### src/hdl/fifo_elevator_controller_macros.svh
// Assertion macros used by the elevator controller top level.
`ifndef FIFO_ELEVATOR_CONTROLLER_MACROS_SVH
`define FIFO_ELEVATOR_CONTROLLER_MACROS_SVH

// Same-cycle implication, sampled on clk, off while arst_n is low
`define FEC_ASSERT_IMP(label, ante, cons, msg) \
	label: assert property (@(posedge clk) disable iff (!arst_n) (ante) |-> (cons)) \
		else $error(msg);

// Next-cycle implication, sampled on clk, off while arst_n is low
`define FEC_ASSERT_NEXT(label, ante, cons, msg) \
	label: assert property (@(posedge clk) disable iff (!arst_n) (ante) |=> (cons)) \
		else $error(msg);

`endif

### src/hdl/fec_pkg.sv
// Shared types and constants for the FIFO elevator controller.
`default_nettype none

package fec_pkg;

	// Fixed field widths
	localparam int FLOOR_W    = 6;
	localparam int DWELL_W    = 16;
	localparam int COUNT_W    = 7;
	localparam int RES_W      = 3;
	localparam int DOOR_W     = 2;
	localparam int CFG_ADDR_W = 2;
	localparam int CFG_DATA_W = 16;

	// Item opcodes
	localparam logic OP_REQUEST = 1'b0;
	localparam logic OP_TICK    = 1'b1;

	// Car motion codes
	typedef enum logic [1:0] {
		MOT_IDLE = 2'd0,
		MOT_UP   = 2'd1,
		MOT_DOWN = 2'd2,
		MOT_DOOR = 2'd3
	} motion_t;

	// Request result codes
	localparam logic [RES_W-1:0] RES_ADDED        = 3'd0;
	localparam logic [RES_W-1:0] RES_CANCELLED    = 3'd1;
	localparam logic [RES_W-1:0] RES_SAME_FLOOR   = 3'd2;
	localparam logic [RES_W-1:0] RES_OUT_OF_RANGE = 3'd3;
	localparam logic [RES_W-1:0] RES_TICK         = 3'd4;

	// Door event codes
	localparam logic [DOOR_W-1:0] DOOR_NONE   = 2'd0;
	localparam logic [DOOR_W-1:0] DOOR_OPENED = 2'd1;
	localparam logic [DOOR_W-1:0] DOOR_CLOSED = 2'd2;

	// Register indexes and reset values
	localparam logic [CFG_ADDR_W-1:0] CFG_LOWEST  = 2'd0;
	localparam logic [CFG_ADDR_W-1:0] CFG_HIGHEST = 2'd1;
	localparam logic [CFG_ADDR_W-1:0] CFG_DWELL   = 2'd2;
	localparam logic [FLOOR_W-1:0]    LOWEST_RST  = 6'd0;
	localparam logic [FLOOR_W-1:0]    HIGHEST_RST = 6'd63;
	localparam logic [DWELL_W-1:0]    DWELL_RST   = 16'd5;

	// Input item
	typedef struct packed {
		logic               op;
		logic [FLOOR_W-1:0] floor;
	} item_t;

	// Result item
	typedef struct packed {
		logic [FLOOR_W-1:0] current_floor;
		motion_t            motion;
		logic [FLOOR_W-1:0] target_floor;
		logic [COUNT_W-1:0] pending_count;
		logic [RES_W-1:0]   request_result;
		logic [DOOR_W-1:0]  door_event;
	} result_t;

	// Controller to datapath commands
	typedef struct packed {
		logic load;
		logic pass_start;
		logic pass_run;
		logic commit;
	} ctrl_cmd_t;

	// Datapath to controller status
	typedef struct packed {
		logic need_pass;
		logic pass_done;
	} dp_stat_t;

endpackage

`default_nettype wire

### src/hdl/fec_ctrl.sv
// Sequencing state machine and result handshake for the elevator controller.
`default_nettype none

module fec_ctrl (
	input  wire logic                 clk,
	input  wire logic                 arst_n,
	input  wire logic                 item_valid,
	output logic                      item_ready,
	output logic                      result_valid,
	input  wire logic                 result_ready,
	input  wire fec_pkg::dp_stat_t    stat,
	output fec_pkg::ctrl_cmd_t        cmd
);

	typedef enum logic [3:0] {
		S_IDLE   = 4'b0001,
		S_EVAL   = 4'b0010,
		S_PASS   = 4'b0100,
		S_FINISH = 4'b1000
	} state_t;

	state_t state_q, state_d;
	logic   result_valid_q;
	logic   slot_free;

	// Output register may be refilled once it is empty or being taken
	assign slot_free = !result_valid_q || result_ready;

	// Next state and commands
	always_comb begin
		state_d = state_q;
		cmd     = '0;
		unique case (state_q)
			S_IDLE: begin
				if (item_valid) begin
					cmd.load = 1'b1;
					state_d  = S_EVAL;
				end
			end
			S_EVAL: begin
				if (stat.need_pass) begin
					cmd.pass_start = 1'b1;
					state_d        = S_PASS;
				end else begin
					state_d = S_FINISH;
				end
			end
			S_PASS: begin
				cmd.pass_run = 1'b1;
				if (stat.pass_done) begin
					state_d = S_FINISH;
				end
			end
			S_FINISH: begin
				if (slot_free) begin
					cmd.commit = 1'b1;
					state_d    = S_IDLE;
				end
			end
			default: begin
				state_d = S_IDLE;
			end
		endcase
	end

	// State register
	always_ff @(posedge clk or negedge arst_n) begin
		if (!arst_n) begin
			state_q <= S_IDLE;
		end else begin
			state_q <= state_d;
		end
	end

	// Result valid flag
	always_ff @(posedge clk or negedge arst_n) begin
		if (!arst_n) begin
			result_valid_q <= 1'b0;
		end else if (cmd.commit) begin
			result_valid_q <= 1'b1;
		end else if (result_ready) begin
			result_valid_q <= 1'b0;
		end
	end

	assign item_ready   = (state_q == S_IDLE);
	assign result_valid = result_valid_q;

endmodule

`default_nettype wire

### src/hdl/fec_dp.sv
// Datapath: registers, pending-floor queue memory and car state update.
`default_nettype none

module fec_dp #(
	parameter int QUEUE_DEPTH = 64
) (
	input  wire logic                               clk,
	input  wire logic                               arst_n,
	input  wire logic                               cfg_we,
	input  wire logic [fec_pkg::CFG_ADDR_W-1:0]     cfg_addr,
	input  wire logic [fec_pkg::CFG_DATA_W-1:0]     cfg_wdata,
	input  wire fec_pkg::item_t                     item_data,
	input  wire fec_pkg::ctrl_cmd_t                 cmd,
	output fec_pkg::dp_stat_t                       stat,
	output fec_pkg::result_t                        result_data
);

	localparam int AW = $clog2(QUEUE_DEPTH);
	localparam int CW = $clog2(QUEUE_DEPTH + 1);
	localparam int FW = fec_pkg::FLOOR_W;
	localparam int DW = fec_pkg::DWELL_W;

	// Configuration
	logic [FW-1:0] lowest_q, highest_q;
	logic [DW-1:0] dwell_cfg_q;

	// Latched item
	logic          op_q;
	logic [FW-1:0] key_q;

	// Car state
	logic [FW-1:0]    car_q, serving_q, head_q;
	fec_pkg::motion_t motion_q;
	logic [DW-1:0]    dwell_q;
	logic [CW-1:0]    total_q;

	// Queue memory and pass pipeline
	logic [FW-1:0] mem [QUEUE_DEPTH];
	logic [CW-1:0] rd_ptr_q;
	logic          rd_vld_s1;
	logic [AW-1:0] rd_idx_s1;
	logic [FW-1:0] rd_data_s1;
	logic          found_q, found_head_q;

	fec_pkg::result_t result_q;

	// Item decode
	logic          moving, arrive, same_floor, out_range, pass_head;
	logic [FW-1:0] step_car;

	// Pass control
	logic          issue, match, shift_wr, head_upd;
	logic [AW-1:0] wr_pos, place;

	// Memory write port
	logic          wr_en;
	logic [AW-1:0] wr_addr;
	logic [FW-1:0] wr_data;

	// Commit values
	logic [FW-1:0]                car_d, serving_d, head_nx;
	fec_pkg::motion_t             motion_d;
	logic [DW-1:0]                dwell_d;
	logic [CW-1:0]                total_d;
	logic [fec_pkg::RES_W-1:0]    res_d;
	logic [fec_pkg::DOOR_W-1:0]   door_d;
	logic                         app_we, pick;
	logic [31:0]                  total_ext;

	// Configuration writes
	always_ff @(posedge clk or negedge arst_n) begin
		if (!arst_n) begin
			lowest_q    <= fec_pkg::LOWEST_RST;
			highest_q   <= fec_pkg::HIGHEST_RST;
			dwell_cfg_q <= fec_pkg::DWELL_RST;
		end else if (cfg_we) begin
			unique case (cfg_addr)
				fec_pkg::CFG_LOWEST:  lowest_q    <= cfg_wdata[FW-1:0];
				fec_pkg::CFG_HIGHEST: highest_q   <= cfg_wdata[FW-1:0];
				fec_pkg::CFG_DWELL:   dwell_cfg_q <= cfg_wdata[DW-1:0];
				default: ;
			endcase
		end
	end

	// Item latch
	always_ff @(posedge clk) begin
		if (cmd.load) begin
			op_q  <= item_data.op;
			key_q <= item_data.floor;
		end
	end

	// One-floor step toward the target and arrival check
	always_comb begin
		step_car = car_q;
		if (motion_q == fec_pkg::MOT_UP && car_q < serving_q) begin
			step_car = car_q + FW'(1);
		end else if (motion_q == fec_pkg::MOT_DOWN && car_q > serving_q) begin
			step_car = car_q - FW'(1);
		end
	end

	assign moving     = (motion_q == fec_pkg::MOT_UP) || (motion_q == fec_pkg::MOT_DOWN);
	assign arrive     = moving && (step_car == serving_q);
	assign same_floor = (key_q == car_q);
	assign out_range  = (lowest_q > highest_q) || (key_q < lowest_q) || (key_q > highest_q);
	assign pass_head  = (op_q == fec_pkg::OP_TICK);

	// A request in range and not for the car's floor searches the queue; an arrival drops the head
	assign stat.need_pass = (op_q == fec_pkg::OP_REQUEST) ? (!same_floor && !out_range) : arrive;
	assign stat.pass_done = (rd_ptr_q >= total_q) && !rd_vld_s1;

	// Removal pass: read one entry a cycle, move later entries down by one
	assign issue    = cmd.pass_run && (rd_ptr_q < total_q);
	assign match    = rd_vld_s1 && !found_q &&
	                  (pass_head ? (rd_idx_s1 == '0) : (rd_data_s1 == key_q));
	assign shift_wr = rd_vld_s1 && found_q;
	assign wr_pos   = rd_idx_s1 - AW'(1);
	assign place    = found_q ? wr_pos : rd_idx_s1;
	assign head_upd = rd_vld_s1 && !match && (place == '0);

	always_ff @(posedge clk or negedge arst_n) begin
		if (!arst_n) begin
			rd_ptr_q     <= '0;
			rd_vld_s1    <= 1'b0;
			found_q      <= 1'b0;
			found_head_q <= 1'b0;
		end else if (cmd.pass_start) begin
			rd_ptr_q     <= '0;
			rd_vld_s1    <= 1'b0;
			found_q      <= 1'b0;
			found_head_q <= 1'b0;
		end else begin
			if (issue) begin
				rd_ptr_q <= rd_ptr_q + CW'(1);
			end
			rd_vld_s1 <= issue;
			if (match) begin
				found_q      <= 1'b1;
				found_head_q <= (rd_idx_s1 == '0);
			end
		end
	end

	// Memory write port: pass shifts, or append on commit
	always_comb begin
		wr_en   = 1'b0;
		wr_addr = wr_pos;
		wr_data = rd_data_s1;
		if (shift_wr) begin
			wr_en = 1'b1;
		end else if (app_we) begin
			wr_en   = 1'b1;
			wr_addr = total_q[AW-1:0];
			wr_data = key_q;
		end
	end

	// Queue memory, registered read
	always_ff @(posedge clk) begin
		if (wr_en) begin
			mem[wr_addr] <= wr_data;
		end
		if (issue) begin
			rd_data_s1 <= mem[rd_ptr_q[AW-1:0]];
			rd_idx_s1  <= rd_ptr_q[AW-1:0];
		end
	end

	// Copy of the queue head
	always_ff @(posedge clk) begin
		if (head_upd) begin
			head_q <= rd_data_s1;
		end else if (app_we && total_q == '0) begin
			head_q <= key_q;
		end
	end

	// Next car state for the item being committed
	always_comb begin
		car_d     = car_q;
		serving_d = serving_q;
		motion_d  = motion_q;
		dwell_d   = dwell_q;
		total_d   = total_q;
		res_d     = fec_pkg::RES_TICK;
		door_d    = fec_pkg::DOOR_NONE;
		app_we    = 1'b0;
		pick      = 1'b0;
		head_nx   = (total_q == '0) ? key_q : head_q;
		if (op_q == fec_pkg::OP_REQUEST) begin
			if (same_floor) begin
				res_d = fec_pkg::RES_SAME_FLOOR;
			end else if (out_range) begin
				res_d = fec_pkg::RES_OUT_OF_RANGE;
			end else if (found_q) begin
				res_d   = fec_pkg::RES_CANCELLED;
				total_d = total_q - CW'(1);
				pick    = found_head_q && moving;
			end else if (total_q >= CW'(QUEUE_DEPTH)) begin
				res_d = fec_pkg::RES_OUT_OF_RANGE;
			end else begin
				res_d   = fec_pkg::RES_ADDED;
				total_d = total_q + CW'(1);
				app_we  = cmd.commit;
				pick    = (motion_q == fec_pkg::MOT_IDLE);
			end
		end else if (moving) begin
			car_d = step_car;
			if (arrive) begin
				if (found_q) begin
					total_d = total_q - CW'(1);
				end
				motion_d = fec_pkg::MOT_DOOR;
				dwell_d  = (dwell_cfg_q == '0) ? DW'(1) : dwell_cfg_q;
				door_d   = fec_pkg::DOOR_OPENED;
			end
		end else if (motion_q == fec_pkg::MOT_DOOR) begin
			dwell_d = (dwell_q != '0) ? (dwell_q - DW'(1)) : '0;
			if (dwell_d == '0) begin
				door_d = fec_pkg::DOOR_CLOSED;
				pick   = 1'b1;
			end
		end
		// Choose the next target from the queue head
		if (pick) begin
			if (total_d == '0) begin
				motion_d  = fec_pkg::MOT_IDLE;
				serving_d = '0;
			end else begin
				serving_d = head_nx;
				motion_d  = (head_nx < car_d) ? fec_pkg::MOT_DOWN : fec_pkg::MOT_UP;
			end
		end
	end

	assign total_ext = 32'(total_d);

	// Car state registers
	always_ff @(posedge clk or negedge arst_n) begin
		if (!arst_n) begin
			car_q     <= '0;
			serving_q <= '0;
			motion_q  <= fec_pkg::MOT_IDLE;
			dwell_q   <= '0;
			total_q   <= '0;
		end else if (cmd.commit) begin
			car_q     <= car_d;
			serving_q <= serving_d;
			motion_q  <= motion_d;
			dwell_q   <= dwell_d;
			total_q   <= total_d;
		end
	end

	// Result register
	always_ff @(posedge clk) begin
		if (cmd.commit) begin
			result_q.current_floor  <= car_d;
			result_q.motion         <= motion_d;
			result_q.target_floor   <= (motion_d == fec_pkg::MOT_IDLE) ? '0 : serving_d;
			result_q.pending_count  <= total_ext[fec_pkg::COUNT_W-1:0];
			result_q.request_result <= res_d;
			result_q.door_event     <= door_d;
		end
	end

	assign result_data = result_q;

endmodule

`default_nettype wire

### src/hdl/fifo_elevator_controller.sv
// Top level of the FIFO elevator controller: sequencer, datapath and checks.
//
//  channel  direction  signals                          item
//  item     in         item_valid/item_ready/item_data  request or tick
//  result   out        result_valid/result_ready/...    car status, one per item
//  config   in         cfg_we/cfg_addr/cfg_wdata        register write, no wait
//
// A request in range, or a tick that arrives, sweeps the queue memory through its single
// read port, one entry a cycle; other items need no sweep. Reset clears all control
// state; the queue needs no clearing.
// A stalled result holds in the output register while the next item is taken;
// that item waits for the register to free before it commits.
`default_nettype none

`include "fifo_elevator_controller_macros.svh"

module fifo_elevator_controller #(
	parameter int QUEUE_DEPTH = 64
) (
	input  wire logic                           clk,
	input  wire logic                           arst_n,
	input  wire logic                           item_valid,
	output logic                                item_ready,
	input  wire fec_pkg::item_t                 item_data,
	output logic                                result_valid,
	input  wire logic                           result_ready,
	output fec_pkg::result_t                    result_data,
	input  wire logic                           cfg_we,
	input  wire logic [fec_pkg::CFG_ADDR_W-1:0] cfg_addr,
	input  wire logic [fec_pkg::CFG_DATA_W-1:0] cfg_wdata
);

	fec_pkg::ctrl_cmd_t ctrl_cmd;
	fec_pkg::dp_stat_t  dp_stat;

	// Sequencer
	fec_ctrl u_ctrl (
		.clk          (clk),
		.arst_n       (arst_n),
		.item_valid   (item_valid),
		.item_ready   (item_ready),
		.result_valid (result_valid),
		.result_ready (result_ready),
		.stat         (dp_stat),
		.cmd          (ctrl_cmd)
	);

	// Datapath
	fec_dp #(
		.QUEUE_DEPTH (QUEUE_DEPTH)
	) u_dp (
		.clk         (clk),
		.arst_n      (arst_n),
		.cfg_we      (cfg_we),
		.cfg_addr    (cfg_addr),
		.cfg_wdata   (cfg_wdata),
		.item_data   (item_data),
		.cmd         (ctrl_cmd),
		.stat        (dp_stat),
		.result_data (result_data)
	);

	// Checks
	`FEC_ASSERT_NEXT(a_one_item_at_a_time, item_valid && item_ready, !item_ready, "second item taken during work")
	`FEC_ASSERT_IMP(a_commit_into_free_slot, ctrl_cmd.commit, !result_valid || result_ready, "result overwritten")
	`FEC_ASSERT_IMP(a_idle_means_empty, result_valid && result_data.motion == fec_pkg::MOT_IDLE, result_data.target_floor == '0 && result_data.pending_count == '0, "idle car with work")
	`FEC_ASSERT_IMP(a_door_opens_on_tick, result_valid && result_data.door_event == fec_pkg::DOOR_OPENED, result_data.motion == fec_pkg::MOT_DOOR && result_data.request_result == fec_pkg::RES_TICK, "door opened outside a tick")

endmodule

`default_nettype wire
### config.mk
export PLATFORM = sky130hd
export DESIGN_NAME = fifo_elevator_controller
export DESIGN_NICKNAME = d
export VERILOG_FILES = /design/src/hdl/fec_pkg.sv /design/src/hdl/fec_ctrl.sv /design/src/hdl/fec_dp.sv /design/src/hdl/fifo_elevator_controller.sv
export VERILOG_INCLUDE_DIRS = /design/src /design/src/hdl
export SDC_FILE = /design/constraint.sdc
export NUM_CORES = 1
export LEC_CHECK = 0
export ABC_AREA = 1
export BUFFER_PORTS_ARGS = -buffer_cell sky130_fd_sc_hd__buf_2
export CORE_UTILIZATION = 45
export CTS_CLUSTER_SIZE = 14
export DETAILED_ROUTE_END_ITERATION = 12
export PLACE_DENSITY = 0.58
export SLEW_MARGIN = 20
export SYNTH_ARGS = -nofsm -noshare
export SYNTH_HDL_FRONTEND = slang
export SYNTH_SLANG_ARGS = --single-unit
### constraint.sdc
create_clock -name clk -period 7.37 [get_ports clk]
set_input_delay 0.737 -clock clk [delete_from_list [all_inputs] [get_ports clk]]
set_output_delay 0.737 -clock clk [all_outputs]
set_load 0.01 [all_outputs]
* Yosys cells after proc, flatten, opt, wreduce, memory -nomap -nowiden
Memory sizes are Yosys's and may differ from the RTL's. A register that Yosys moved wholly into a read port is not among the register bits.
Cells that the tools add are included.
** Word-level totals
- Input bits :: 30
- Register bits after elaboration :: 125
- Memories kept :: 1
- Bits in writable memories :: 384
- Logic and storage cells :: 183
- Output and inout bits :: 28
** Memories
- u_dp.mem :: words 64, width 6, rd ports 1, clocked after Yosys merged registers in 1, write ports 1, line fec_dp.sv:38 : logic [FW-1:0] mem [QUEUE_DEPTH];
** Operators by class
- Add/sub/neg operators :: 7
- Equality and inequality tests :: 16
- Reductions and logical operators :: 44
- $lt $le $gt $ge :: 9
- Multiplexer cells :: 81
** Operators with widths (count)
- 6-bit two-way mux :: 14
- 16-bit two-way mux :: 5
- 7-bit two-way mux :: 10
- 1-bit two-way mux :: 34
- 16-bit logical NOT :: 2
- 2-bit two-way mux :: 10
- 6-bit equality test :: 3
- 6-bit > comparator :: 3
- 6-bit less-than comparator :: 3
- 4-bit two-way mux :: 4
- 4-bit one-hot mux with 4 select lines :: 1
- 16-bit nonzero test :: 1
- 16-bit by 1-bit subtractor with 16-bit output, second input constant :: 1
- 7-bit by 1-bit adder with 7-bit output, second input constant :: 2
- 7-bit logical NOT :: 2
- 1-bit logical AND :: 13
- 6-bit logical NOT :: 2
- 6-bit by 1-bit subtractor with 6-bit output, second input constant :: 2
- 2-bit nonzero test :: 5
- 3-bit two-way mux :: 3
- 7-bit greater-or-equal comparator :: 1
- 7-bit greater-or-equal comparator, second input constant :: 1
- 7-bit less-than comparator :: 1
- 7-bit by 1-bit subtractor with 7-bit output, second input constant :: 1
- 16 further kinds :: 33

* Depth between registers and ports, before layout
- Depth in word-level cells :: 13
- Mapped depth :: 27
- Gate-level depth less buffers :: 26

* By module
A second synthesis with hierarchy kept.
** Unflattened totals
- Cell total of the unflattened synthesis :: 2135
- Area total of the unflattened synthesis :: 23435.0 um2
** Modules (own cells, without submodules)
- fec_dp :: times used 1, area an instance 23133.4 um2, cells an instance 2091, sequential area each 14949.3 um2
- fec_ctrl :: times used 1, area an instance 301.5 um2, cells an instance 44, sequential area each 126.4 um2

* Worst setup path after synthesis
Ideal clock, no wire load.
- Path type :: register -> register
- Start point :: register u_dp.highest_q[2]
- End point :: memory u_dp.mem[0][0] in the netlist's numbering (data pin)
- Slack :: 2.039 ns
- Arrival time :: 4.630 ns
- Required time :: 6.668 ns
- Clock period less this slack :: 5.331 ns
- Cell stages (with the launch flop) :: 14
- Path buffers :: 2
- Setup time :: 0.702 ns
- Cells stage by stage :: dfstp_2 inv_1 ha_1 a21oi_1 o21ai_0 a21oi_1 o21ai_0 o21ai_0 nand3_1 nor2_2 nand3_2 buf_4 clkbuf_1 o21ai_0
** On the way
- Word-level cells in the longest chain between the ends :: 8
- Elaborated cells between the ends (all ways) :: 9
- Classes of those cells :: order compare (2); mux (5); reduce/logical (2)
** RTL lines
- start: declaration :: line fec_dp.sv:24 : logic [FW-1:0] lowest_q, highest_q;
- start signal: assignment :: line fec_dp.sv:74 : highest_q <= fec_pkg::HIGHEST_RST;
- start signal: assignment :: line fec_dp.sv:79 : fec_pkg::CFG_HIGHEST: highest_q <= cfg_wdata[FW-1:0];
- 6-bit > comparator :: line fec_dp.sv:107 : assign out_range = (lowest_q > highest_q) || (key_q < lowest_q) || (key_q > highest_q);
- 1-bit logical OR :: line fec_dp.sv:107
- 1-bit logical OR (*) :: line fec_dp.sv:107
- 1-bit two-way mux (*) :: line fec_dp.sv:195 : end else if (out_range) begin
- 1-bit two-way mux (*) :: line fec_dp.sv:193 : if (same_floor) begin
- 1-bit two-way mux (*) :: line fec_dp.sv:192 : if (op_q == fec_pkg::OP_REQUEST) begin
- 6-bit two-way mux (*) :: line fec_dp.sv:153 : end else if (app_we) begin
- 6-bit two-way mux (*) :: line fec_dp.sv:151 : if (shift_wr) begin
- net u_dp.wr_data[0] :: line fec_dp.sv:58 : logic [FW-1:0] wr_data;
- end: declaration :: line fec_dp.sv:38
Mark *: on every way through the listed nets, which the timed path passes. The rest lies on a longest branch.

* Worst setup path in the final report
- Start point :: register u_dp.highest_q[2]
- End point :: memory u_dp.mem[18][4] in the netlist's numbering (enable)
** On the way
- Word-level cells in the longest chain between the ends :: 10
- Elaborated cells between the ends (all ways) :: 13
- Classes of those cells :: order compare (2); mux (9); reduce/logical (2)
** RTL lines
- 6-bit > comparator :: line fec_dp.sv:107
- 1-bit logical OR :: line fec_dp.sv:107
- 1-bit logical OR (*) :: line fec_dp.sv:107
- 1-bit two-way mux (*) :: line fec_dp.sv:195
- 1-bit two-way mux (*) :: line fec_dp.sv:193
- 1-bit two-way mux (*) :: line fec_dp.sv:192
- 1-bit two-way mux :: line fec_dp.sv:153
- 1-bit two-way mux :: line fec_dp.sv:151
- 1-bit two-way mux :: line fec_dp.sv:162 : if (wr_en) begin
- 1-bit two-way mux (not written as such) :: line fec_dp.sv:163 : mem[wr_addr] <= wr_data;
Every way passes the cells marked *; elsewhere a longest branch is shown, timed or not.

==> parameters.txt <==
Parameter                              Value

Setup path
  Kind of launch point of the worst setup path ... flip-flop
  Arrival time at the worst endpoint ... between 5 and 6 ns
  Worst path most repeated cell ... sky130_fd_sc_hd__o21ai_0
  Startpoint of the most critical setup path ... u_dp.highest_q[2]
  Category of cells accounting for the largest share of critical-path delay ... simple AND/OR/NAND/NOR gates
  Sum of buffers and inverters on the critical path ... 1
  Endpoint kind of the worst setup timing path ... flip-flop
  Kind of critical path ... flip-flop to flip-flop
  Crit-path cells ... inv_1, ha_1, a21oi_1, o21ai_0, a21oi_1, o21ai_0, o21ai_0, nand3_1, nor2_2, nand3_2, o21ai_1, nand4_1, nor2_1
  Worst path slowest cell ... sky130_fd_sc_hd__nand4_1
  Crit-path max cell delay ... 0.79 ns
  Required time of the critical path ... around 7.6 ns
  Worst R2R Start ... u_dp.highest_q[2]
  Max FO, Critical Path ... 24

Yosys
  Portion of synthesized cell area occupied by the leading cell type ... 55.33%
  Synth Area per Inst ... 10.68 um2
  Post-synth design cell area ... between 20000 and 25000 um2
  Sequential fraction of the synthesis area ... a little under two thirds
  Number of enable-type register cells in the synthesized netlist ... 435
  Number of cells produced by synthesis ... roughly 2200
  Post-Synthesis Net Count ... between 2000 and 2500
  Count of distinct cell types in the synthesized netlist ... 59
  Synth Flop Type ... sky130_fd_sc_hd__edfxtp_1
  Cell types occupying the most area after synthesis ... sky130_fd_sc_hd__edfxtp_1, sky130_fd_sc_hd__dfrtp_1, sky130_fd_sc_hd__o21ai_0
  Post-synth top area cell ... sky130_fd_sc_hd__edfxtp_1
  Count of synthesis-stage warnings from yosys ... 0
  Post-synthesis async set-or-reset flop share ... 15.53%
  #FFs+latches synth ... around 520

Die
  Floorplan die height ... approximately 230 um
  Core ar. ... around 52000 um2
  I/O pin cnt ... 58
  Overall die area ... 53380 um2
  Site row count ... 83
  Initial Utilization ... between 40% and 50%
  Die W ... around 230 um

Clock network
  CTS clk-pin slew, worst paths ... 0.07 ns
  Buffer levels on the longest clock path ... 3
  TritonCTS clock tree ... built
  Master cell of the clock root buffer ... sky130_fd_sc_hd__clkbuf_16
  Num CTS Buffers ... 54
  Cts hold-fix bufs ... 0
  Post-CTS Setup Bufs ... 0
  Count of instances resized after the clock tree is built ... 0
  Clock insertion delay at the later pin of the skew report ... roughly 0.63 ns
  Number of sinks handled by clock tree synthesis ... 515
  Count of H-tree levels built during CTS ... 2

Routing
  Average wire length per cell after detail routing ... between 20 and 25 um
  1st-pass router iterations ... 5
  Post-Route WL ... roughly 62000 um
  DR DRC count ... 0
  Post-route ant nets ... 0
  Via count ... 16850
  Violation count after the first detailed-route iteration ... between 1500 and 2000
  Drt via density ... ~5.7

Global routing
  Number of global-route vias before repair ... about 16000
  Global-route wire length before repair ... 95810 um
  Global-route usage over all layers ... between 20% and 30%
  Number of antenna violations at the first check in global routing ... 2
  Maximum number of pins on one net before global-route repair ... 101
  Total grt overflow ... 0

STA
  Aggregate negative setup slack ... 0 ns
  Final hold vios ... 0
  RSZ-0062 raised after global routing ... false
  Remaining max-slew budget at the tightest pin ... approximately 25%
  Number of slew-limit violations in the final report ... 0
  Part of the cycle the worst path needs ... 68.22%
  Layout Skew ... ~0.024 ns
  FMAX ... 198.9 MHz
  Setup Viol. Count Final ... 0
  Min Tclk post-route ... 5.028 ns
  Least-Margin Pin Slew ... 1.116 ns

Power
  Leakage power figure ... ~0.0097 uW
  Power density over the cells ... about 350 nW/um2
  Worst voltage drop across the vdd grid ... around 0.22 mV

Status
  Run status ... finished clean

Cells and area
  Fin nets ... 2317
  Utilization after layout ... between 50% and 60%
  Proportion of layout cells with a drive suffix above 1 ... around 11%
  Synth-to-layout area growth ... 11.37%
  ANT cells ... 0

Job
  Number of violations of the max-capacitance limit ... 0

Placement
  Detailed-placement wirelength estimate ... ~40000 um
  Placer congestion estimate ... slightly above 0.9
  Buffers added on ports ... 57

Hold path
  Worst min path class ... input pin to async pin
[kinds of logic after synthesis]
kind of cell | Yosys count | share of synthesized area, %
fa+ha+maj | 46 | 2.438
flops | 515 | 63.86
mux | 10 | 0.4770
xor+xnor | 23 | 0.8533
compound gates | 489 | 11.98
simple gates | 854 | 15.95
buf+inv | 274 | 4.446
[flip-flops by register name (all words and copies together), names as in the netlist, 4 cells and up]
register / count
u_dp.rd_ptr_q: 7
u_ctrl.state_q: 4
u_dp.rd_data_s1: 6
u_dp.result_data: 26
u_dp.rd_idx_s1: 6
u_dp.serving_q: 6
u_dp.dwell_cfg_q: 16
u_dp.highest_q: 6
u_dp.mem: 384
u_dp.key_q: 6
u_dp.head_q: 6
u_dp.car_q: 6
u_dp.dwell_q: 16
u_dp.lowest_q: 6
u_dp.total_q: 7
[cells in the mapped netlist, types with 9 or more instances]
cell / count
sky130_fd_sc_hd__o21ai_1: 9
sky130_fd_sc_hd__o21ai_0: 297
sky130_fd_sc_hd__a21oi_1: 32
sky130_fd_sc_hd__mux2_2: 10
sky130_fd_sc_hd__xor2_1: 15
sky130_fd_sc_hd__dfrtp_1: 71
sky130_fd_sc_hd__nand2_2: 17
sky130_fd_sc_hd__nand4_1: 41
sky130_fd_sc_hd__dfstp_2: 9
sky130_fd_sc_hd__buf_2: 10
sky130_fd_sc_hd__a31oi_1: 11
sky130_fd_sc_hd__nor4_1: 11
sky130_fd_sc_hd__nand2_1: 315
sky130_fd_sc_hd__inv_2: 9
sky130_fd_sc_hd__nand3_1: 92
sky130_fd_sc_hd__edfxtp_1: 435
sky130_fd_sc_hd__clkbuf_1: 88
sky130_fd_sc_hd__inv_1: 154
sky130_fd_sc_hd__o22ai_1: 61
sky130_fd_sc_hd__nor3_1: 12
sky130_fd_sc_hd__nor2_1: 326
sky130_fd_sc_hd__ha_1: 46
sky130_fd_sc_hd__o221ai_1: 40
sky130_fd_sc_hd__o211ai_1: 11
[through the flow]
step                      area (um2)  hold WS [ns]  instances  setup slack, ns  power (uW)
after global routing           26290       0.02854       2962            1.888        9691
after CTS                      26280      0.005781       2962            2.424        9214
after global placement         24580        0.4873       2865            2.565        6579
after floorplan                23610        0.4206       2211            2.039        5784
after detailed placement       24600        0.4854       2865            2.456        6609
final                          26290       0.01430       2962            2.342        9160
[cell type report]
class | instances | area (um2)
clock inverters | 30 | 276.5
well taps | 680 | 850.8
multi-input cells | 1422 | 7577
fillers | 4634 | 25320
clock buffers | 67 | 1410
flip-flops and latches | 515 | 15080
inverters | 167 | 629.4
repair buffers | 81 | 467.9
[metal layers]
layer / wire length (um) / global-route usage (%)
met5: 13 / 0
met1: 26750 / 31.69
met4: 1872 / 8.030
met3: 3859 / 3.334
met2: 29670 / 38.79
[worst paths after layout]
| path | slack [ns] | cells after the start | end |
|---|---|---|---|
| min in group clk | 0.30 | 1 | u_dp.key_q[3] |
| setup / recovery | 2.34 | 13 | u_dp.mem[18][4] |
| hold / removal | 0.01 | 1 | u_dp.serving_q[3] |
| setup reg to reg | 2.34 | 13 | u_dp.mem[18][4] |
| max in group asynchronous | 6.26 | 2 | u_dp.dwell_q[9] |
| hold reg to reg | 0.49 | 2 | u_dp.highest_q[3] |
[where the power goes]
group          total (uW)  internal [uW]  switching (uW)
registers            3540           3340             198
clock network        2590           1440            1160
logic                3020            926            2100
total                9160           5710            3450
[cell usage in the layout (no fill, tap or decap), types with 41 or more instances in the layout]
master / count
sky130_fd_sc_hd__nor2_1: 325
sky130_fd_sc_hd__buf_2: 56
sky130_fd_sc_hd__inv_1: 152
sky130_fd_sc_hd__edfxtp_1: 435
sky130_fd_sc_hd__nand3_1: 92
sky130_fd_sc_hd__clkbuf_16: 54
sky130_fd_sc_hd__ha_1: 46
sky130_fd_sc_hd__o22ai_1: 61
sky130_fd_sc_hd__nand4_1: 41
sky130_fd_sc_hd__dfrtp_1: 69
sky130_fd_sc_hd__nand2_1: 315
sky130_fd_sc_hd__o21ai_0: 291
(Power assumes the default switching activity.)
